**src/hdl/nearest_neighbor_frame_scaler_core_defines.svh**
```systemverilog
// Assertion macros for the frame scaler. All checks sample on clk_i and are
// switched off while rst_ni is low.
`ifndef NEAREST_NEIGHBOR_FRAME_SCALER_CORE_DEFINES_SVH
`define NEAREST_NEIGHBOR_FRAME_SCALER_CORE_DEFINES_SVH

`define NNFS_ASSERT(lbl, prop, msg) \
  lbl: assert property (@(posedge clk_i) disable iff (!rst_ni) (prop)) else $error(msg);

`define NNFS_ASSERT_NEXT(lbl, ante, cons, msg) \
  lbl: assert property (@(posedge clk_i) disable iff (!rst_ni) (ante) |=> (cons)) \
    else $error(msg);

`endif

```
**src/hdl/nnfs_pkg.sv**
```systemverilog
package nnfs_pkg;

  localparam int unsigned DIM_W   = 9;
  localparam int unsigned SCALE_W = 15;
  localparam int unsigned CFG_W   = 15;
  localparam int unsigned CFG_IDX_W = 2;
  // Output positions reach 511 * 100.0 at most.
  localparam int unsigned EMIT_W  = DIM_W + SCALE_W - 8;
  // Dividend is an output position times 256.
  localparam int unsigned NUM_W   = EMIT_W + 8;
  localparam int unsigned DIV_CNT_W = $clog2(NUM_W + 1);
  localparam int unsigned PIX_W   = 24;

  localparam int unsigned MAX_WIDTH_DEF  = 256;
  localparam int unsigned MAX_HEIGHT_DEF = 256;

  localparam logic [SCALE_W-1:0] SCALE_MAX = 15'd25600;
  localparam logic [DIM_W-1:0]   DIM_RESET = 9'd256;
  localparam logic [SCALE_W-1:0] SCALE_RESET = 15'd256;

  localparam logic CMD_LOAD  = 1'b0;
  localparam logic CMD_FETCH = 1'b1;

  localparam logic [CFG_IDX_W-1:0] CFG_SRC_WIDTH  = 2'd0;
  localparam logic [CFG_IDX_W-1:0] CFG_SRC_HEIGHT = 2'd1;
  localparam logic [CFG_IDX_W-1:0] CFG_SCALE      = 2'd2;

  typedef struct packed {
    logic       cmd;
    logic [7:0] in_blue;
    logic [7:0] in_green;
    logic [7:0] in_red;
  } in_word_t;

  typedef struct packed {
    logic [7:0] out_blue;
    logic [7:0] out_green;
    logic [7:0] out_red;
    logic       row_end;
    logic [1:0] pad_bytes;
    logic       frame_end;
  } out_word_t;

  typedef struct packed {
    logic               start;
    logic [NUM_W-1:0]   row_num;
    logic [NUM_W-1:0]   col_num;
    logic [SCALE_W-1:0] divisor;
  } div_req_t;

  typedef struct packed {
    logic             done;
    logic [NUM_W-1:0] row_quo;
    logic [NUM_W-1:0] col_quo;
  } div_rsp_t;

endpackage

```
**src/hdl/nnfs_div.sv**
```systemverilog
// Two-lane restoring divider: row and column quotients share one step
// counter and one divisor, one quotient bit per lane per cycle.
module nnfs_div (
  input  logic              clk_i,
  input  logic              rst_ni,
  input  nnfs_pkg::div_req_t req_i,
  output nnfs_pkg::div_rsp_t rsp_o
);

  logic [nnfs_pkg::DIV_CNT_W-1:0] cnt_q, cnt_d;
  logic                           done_q, done_d;
  logic [nnfs_pkg::SCALE_W-1:0]   dvs_q;
  logic [nnfs_pkg::SCALE_W-1:0]   rrem_q, rrem_d, crem_q, crem_d;
  logic [nnfs_pkg::NUM_W-1:0]     rquo_q, rquo_d, cquo_q, cquo_d;
  logic [nnfs_pkg::SCALE_W:0]     rtry, ctry;
  logic                           rge, cge;

  always_comb begin
    rtry = {rrem_q, rquo_q[nnfs_pkg::NUM_W-1]};
    ctry = {crem_q, cquo_q[nnfs_pkg::NUM_W-1]};
    rge  = rtry >= {1'b0, dvs_q};
    cge  = ctry >= {1'b0, dvs_q};
    rrem_d = rge ? nnfs_pkg::SCALE_W'(rtry - {1'b0, dvs_q})
                 : nnfs_pkg::SCALE_W'(rtry);
    crem_d = cge ? nnfs_pkg::SCALE_W'(ctry - {1'b0, dvs_q})
                 : nnfs_pkg::SCALE_W'(ctry);
    rquo_d = {rquo_q[nnfs_pkg::NUM_W-2:0], rge};
    cquo_d = {cquo_q[nnfs_pkg::NUM_W-2:0], cge};
    done_d = (cnt_q == nnfs_pkg::DIV_CNT_W'(1));
    if (req_i.start) begin
      cnt_d = nnfs_pkg::DIV_CNT_W'(nnfs_pkg::NUM_W);
    end else if (cnt_q != '0) begin
      cnt_d = cnt_q - nnfs_pkg::DIV_CNT_W'(1);
    end else begin
      cnt_d = cnt_q;
    end
  end

  always_ff @(posedge clk_i or negedge rst_ni) begin
    if (!rst_ni) begin
      cnt_q  <= '0;
      done_q <= 1'b0;
    end else begin
      cnt_q  <= cnt_d;
      done_q <= done_d;
    end
  end

  always_ff @(posedge clk_i) begin
    if (req_i.start) begin
      dvs_q  <= req_i.divisor;
      rrem_q <= '0;
      crem_q <= '0;
      rquo_q <= req_i.row_num;
      cquo_q <= req_i.col_num;
    end else if (cnt_q != '0) begin
      rrem_q <= rrem_d;
      crem_q <= crem_d;
      rquo_q <= rquo_d;
      cquo_q <= cquo_d;
    end
  end

  assign rsp_o.done    = done_q;
  assign rsp_o.row_quo = rquo_q;
  assign rsp_o.col_quo = cquo_q;

endmodule

```
**config.mk**
```make
export PLATFORM = sky130hd
export DESIGN_NAME = nnfs_div
export DESIGN_NICKNAME = d
export VERILOG_FILES = /design/src/hdl/nearest_neighbor_frame_scaler_core_defines.svh /design/src/hdl/nnfs_pkg.sv /design/src/hdl/nnfs_div.sv
export SDC_FILE = /design/constraint.sdc
export NUM_CORES = 1
export LEC_CHECK = 0
export ABC_AREA = 1
export BUFFER_PORTS_ARGS = -buffer_cell sky130_fd_sc_hd__buf_2
export CAP_MARGIN = 10
export CORE_UTILIZATION = 35
export CTS_BUF_LIST = sky130_fd_sc_hd__clkbuf_8
export DETAILED_ROUTE_END_ITERATION = 7
export GPL_ROUTABILITY_DRIVEN = 1
export REMOVE_ABC_BUFFERS = 1
export SLEW_MARGIN = 10
export SYNTH_ARGS = -nofsm -noshare
export SYNTH_HDL_FRONTEND = slang
export SYNTH_SLANG_ARGS = --single-unit
```
**constraint.sdc**
```tcl
create_clock -name clk_i -period 2.9 [get_ports clk_i]
set_clock_uncertainty 0.1 [all_clocks]
set_input_delay 0.29 -clock clk_i [delete_from_list [all_inputs] [get_ports clk_i]]
set_output_delay 0.29 -clock clk_i [all_outputs]
set_load 0.03 [all_outputs]
```
---- Yosys cells after proc, flatten, opt, wreduce, memory -nomap -nowiden ----
Index checks and enable logic that the tools add are counted.
operators by class
  $add $sub $neg .......................... 3
  $lt $le $gt $ge ......................... 2
  eq/ne operators ......................... 1
  multiplexer cells ....................... 8
  reductions and logical operators ........ 2
operator list
  operator               number
  $mux W24               4
  $ge A16 B15 Y1         2
  $mux W15               2
  $sub A15 B15 Y15       2
  $mux W5                2
  $eq A5 B1 Y1 const B   1
  $reduce_bool A5 Y1     1
  $sub A5 B1 Y5 const B  1
  $reduce_bool A2 Y1     1
word-level totals
  register bits ........................... 99
  output and inout port bits .............. 49
  word-level logic and storage cells ...... 23

---- Depth between registers and ports, before layout ----
  depth after elaboration ................. 3
  mapped depth ............................ 15

---- Worst setup path after synthesis ----
Ideal clock, no wire load.
  kind .................................... register -> register
  start point ............................. reg rquo_q[23] (netlist bit)
  end point ............................... reg rrem_q[7] (netlist bit)
  setup time .............................. 0.112 ns
  arrival time ............................ 2.027 ns
  path slack .............................. 0.661 ns
  cell stages (with the launch flop) ...... 15
  buffers on the path ..................... 1
  clock period less this slack ............ 2.239 ns
  cells stage by stage .................... edfxtp_1 > inv_1 > ha_1 > fa_1 > inv_1 > nand2_1 > nand2_1 > nand3_1 > nand2_2 > nand2_2 > nand3_2 > buf_4 > nand3b_1 > nand2_1 > nand2_1
between the ends
  word-level cells in the longest chain between the ends .. 2
ends and longest elaborated chain
  element                                             RTL line                        source
  start: declaration                                  nnfs_div.sv:14                  logic [nnfs_pkg::NUM_W-1:0] rquo_q, rquo_d, cquo_q, cquo_d;
  start signal: assignment                            nnfs_div.sv:54                  rquo_q <= req_i.row_num;
  start signal: assignment                            nnfs_div.sv:59                  rquo_q <= rquo_d;
  $sub A15 B15 Y15 or $ge A16 B15 Y1 (tied branches)  nnfs_div.sv:23, nnfs_div.sv:21
  $mux W15 *                                          nnfs_div.sv:23                  rrem_d = rge ? nnfs_pkg::SCALE_W'(rtry - {1'b0, dvs_q})
  end signal: assignment                              nnfs_div.sv:57                  rrem_q <= rrem_d;
  end: declaration                                    nnfs_div.sv:13                  logic [nnfs_pkg::SCALE_W-1:0] rrem_q, rrem_d, crem_q, crem_d;
Every way passes the cells marked *; elsewhere a longest branch is shown, timed or not.
A chain may end at the register's enable or synchronous reset.

---- Final worst setup path ----
  start point ............................. reg dvs_q[0] (netlist bit)
  end point ............................... reg rrem_q[10] (netlist bit)
between the ends
  word-level cells in the longest chain between the ends .. 2
ends and longest elaborated chain
  element                                             RTL line                        source
  start: declaration                                  nnfs_div.sv:12                  logic [nnfs_pkg::SCALE_W-1:0] dvs_q;
  start signal: assignment                            nnfs_div.sv:51                  dvs_q <= req_i.divisor;
  $sub A15 B15 Y15 or $ge A16 B15 Y1 (tied branches)  nnfs_div.sv:23, nnfs_div.sv:21
  $mux W15 *                                          nnfs_div.sv:23
Marked as above.

==> impl_results.md <==
* NumNets Final at 1038
* Die width at 134 µm
* PD cells at 737 nW/µm²
* Reg2reg end: rrem_q[10]$_SDFFE_PP0P_
* Drt pass-1 iters at 5
* Pwr Total at 5.29 mW
* Routed WL at 14300 µm
* Status: completed
* Startpoint Class: register
* Leakage power total at 3.82 nW
* Antenna violations before repair at 0
* Post-CTS Setup Inserts at 0
* FF-to-FF path depth at 13
* # IOs at 115
* Setup crit start: dvs_q[0]$_DFFE_PP_
* Worst EP arrival at 2.63 ns
* Top cells by area, synth: edfxtp_1, nand2_1, dfxtp_1
* Final Setup Violations at 0
* Max Slew Vio Count at 0
* Reg2reg start: dvs_q[0]$_DFFE_PP_
* Syn_area_per_cell at 7.45 µm²
* Max clock buf depth at 2
* Final worst-path cycle share at 84.0%
* Yosys top cell area share at 31.2%
* Post-DP HPWL at 10500 µm
* Number of diodes at 0
* Total core area at 16800 µm²
* CTS clk-pin slew, worst paths at 0.11 ns
* Synth Register Bits at 99
* Fmax at 410 MHz
* HP Class: input port to register
* # DRC at 0
* CP max stage delay at 0.44 ns
* Routability cong. at 0.844
* Largest net degree at the start of global routing at 62
* CTS root buf: clkbuf_8
* Post-synthesis sequential area ratio at 43.6%
* Top cell type by total area after synthesis: edfxtp_1
* EDFF count, synth at 63
* Starting DRT DRC Count at 268
* FILL cells at 1709
* Synth unique cells at 35
* Critical Path, Cell by Cell: ha_1 > fa_1 > inv_1 > nand2_1 > nand2_1 > nand3_1 > nand2_2 > nand2_2 > nand3_2 > buf_12 > nand3_1 > nand2_1 > nand2_1
* Max-slew headroom at 44.7%
* Crit Path Class: register to register
* Most used cell, CP: nand2_1
* Clock Sink Count at 99
* Crit. End Element: register
* Yosys warns at 0
* Slew at the pin closest to its max-slew limit at 0.830 ns
* # hold bufs at CTS at 16
* P&R area growth vs syn at 18.3%
* Total gr overflow at 0
* Worst-path fanout max at 22
* Mapped Cells at 814
* Max Cap Viol at 0
* Ys async rst share at 6.06%
* Die Y at 134 µm
* Area of the die at 17900 µm²
* Synth Cell Area at 6070 µm²
* Crit path time final at 2.44 ns
* Most frequent cell after synthesis: nand2_1
* Most used DFF post-synth: edfxtp_1
* CP required at 3.09 ns
* Number of global-route vias before repair at 5201
* Setup TNS at 0 ns
* CTS Buf Count at 9
* ANT nets after route at 0
* Final hold violation count at 0
* Worst-skew pair later-pin latency at 0.39 ns
* RSZ-0062 raised after global routing: false
* Storage cell area at 2640 µm²
* Wire length of the first global-routing pass at 24500 µm
* R2R Setup Slk at 0.46 ns
* CP max-delay cell: edfxtp_1
* CTS tree: yes
* Via count at 5349
* Maximum vdd drop at 0.287 mV
* Multi-input gate area at 2900 µm²
* Buffers added on ports at 114
* CTS resizes at 0
* Setup crit end: rrem_q[10]$_SDFFE_PP0P_
* Vias/cell at 4.60
* Htree depth at 3
* Initial core utilization at 36.2%
* # rows at 47
* GRT Total Usage at 17.3%
* Share of layout cells above drive strength 1 at 18.3%
* Top cells by count, synth: nand2_1, inv_1, nand3_1
* DR WL/cell at 12.3 µm
==> through the flow <==
stage               setup slack, ns  cells  hold slack (ns)  utilization [%]  cell area [µm²]
finish                        0.463   1162           0.0598             42.8             7180
global route                  0.205   1162           0.0334             42.8             7180
CTS                           0.470   1162           0.0363             42.8             7180
detailed placement            0.489   1130           0.0195             40.8             6840
global placement              0.523   1130           0.0214             40.8             6840
floorplan                     0.222    790           -0.106                -             5940
==> cell usage in the layout (no fill, tap or decap), types with 2 or more instances in the layout <==
master         count
o21ai_1            9
fa_1               2
xnor2_1            7
nor2_4             2
nand2_1          341
buf_4              5
nand3b_1           3
inv_6              2
clkbuf_8           9
edfxtp_1          63
buf_2            114
nand2_4            2
ha_1              33
nor2_1            44
inv_2              3
nor3_1             3
o21ai_0            3
nand4_1            7
a21oi_1           18
nand3_2            5
nor2_2            11
dfrtp_1            6
nand2_2            9
nand3_1           69
o21ai_2            4
dfxtp_1           30
xor2_1             5
dlygate4sd3_1     16
a31oi_1            2
inv_1            104
==> worst min path at each step <==
stage               from                    to  cells after the start
2_1_floorplan     rst_ni  cnt_q[0]$_DFFE_PN0P_                      0
3_3_place_gp      rst_ni      done_q$_DFF_PN0_                      1
3_5_place_dp      rst_ni      done_q$_DFF_PN0_                      1
4_1_cts        req_i[25]  cquo_q[10]$_DFFE_PP_                      3
5_1_grt        req_i[17]   cquo_q[2]$_DFFE_PP_                      3
6_report       req_i[17]   cquo_q[2]$_DFFE_PP_                      3
==> metal layers <==
metal	vias to the layer above	wire [µm]	track usage, %
met3	13	939	5.52
li1	2816	-	-
met2	150	6420	28.2
met5	-	0	0
met1	2370	6750	22.1
met4	0	167	4.10
==> final cells by class <==
| class | instances | share of cell area, % |
|---|---|---|
| tap | 220 | 3.84 |
| clock buffer | 9 | 1.73 |
| multi-input combinational | 585 | 40.3 |
| inverter | 106 | 5.54 |
| clock inverter | 7 | 0.732 |
| sequential | 99 | 36.8 |
| timing repair buffer | 136 | 11.0 |
==> state kept, by name, indices dropped and copies added, names as in the netlist <==
| signal | flops |
|---|---|
| cquo_q | 24 |
| rquo_q | 24 |
| crem_q | 15 |
| dvs_q | 15 |
| rrem_q | 15 |
| cnt_q | 5 |
| done_q | 1 |
==> cells by family (layout without fill, tap and decap cells) <==
kind of cell	count (synthesis)	in the layout	share of synthesized area, %
xor gates and xnor gates	12	12	1.73
and+or+nand+nor	498	498	34.7
buffers and inverters	130	258	8.72
adders and majority gates	35	35	7.47
DFF	99	99	43.6
AOI/OAI and AO/OA	40	40	3.77
==> critical path, delay by kind of cell (launching register included) <==
family                   cells  cell delay, ns
AND/OR/NAND/NOR              9            0.86
buffers and inverters        2            0.27
flip-flops                   1            0.44
adder cells (fa/ha/maj)      2            0.66
==> where the power goes <==
group          internal (mW)  leakage [nW]  switching (mW)
combinational          0.917          2.74            1.58
clock                  0.320        0.0910           0.525
sequential              1.77         0.994           0.181
(Power assumes the default switching activity.)
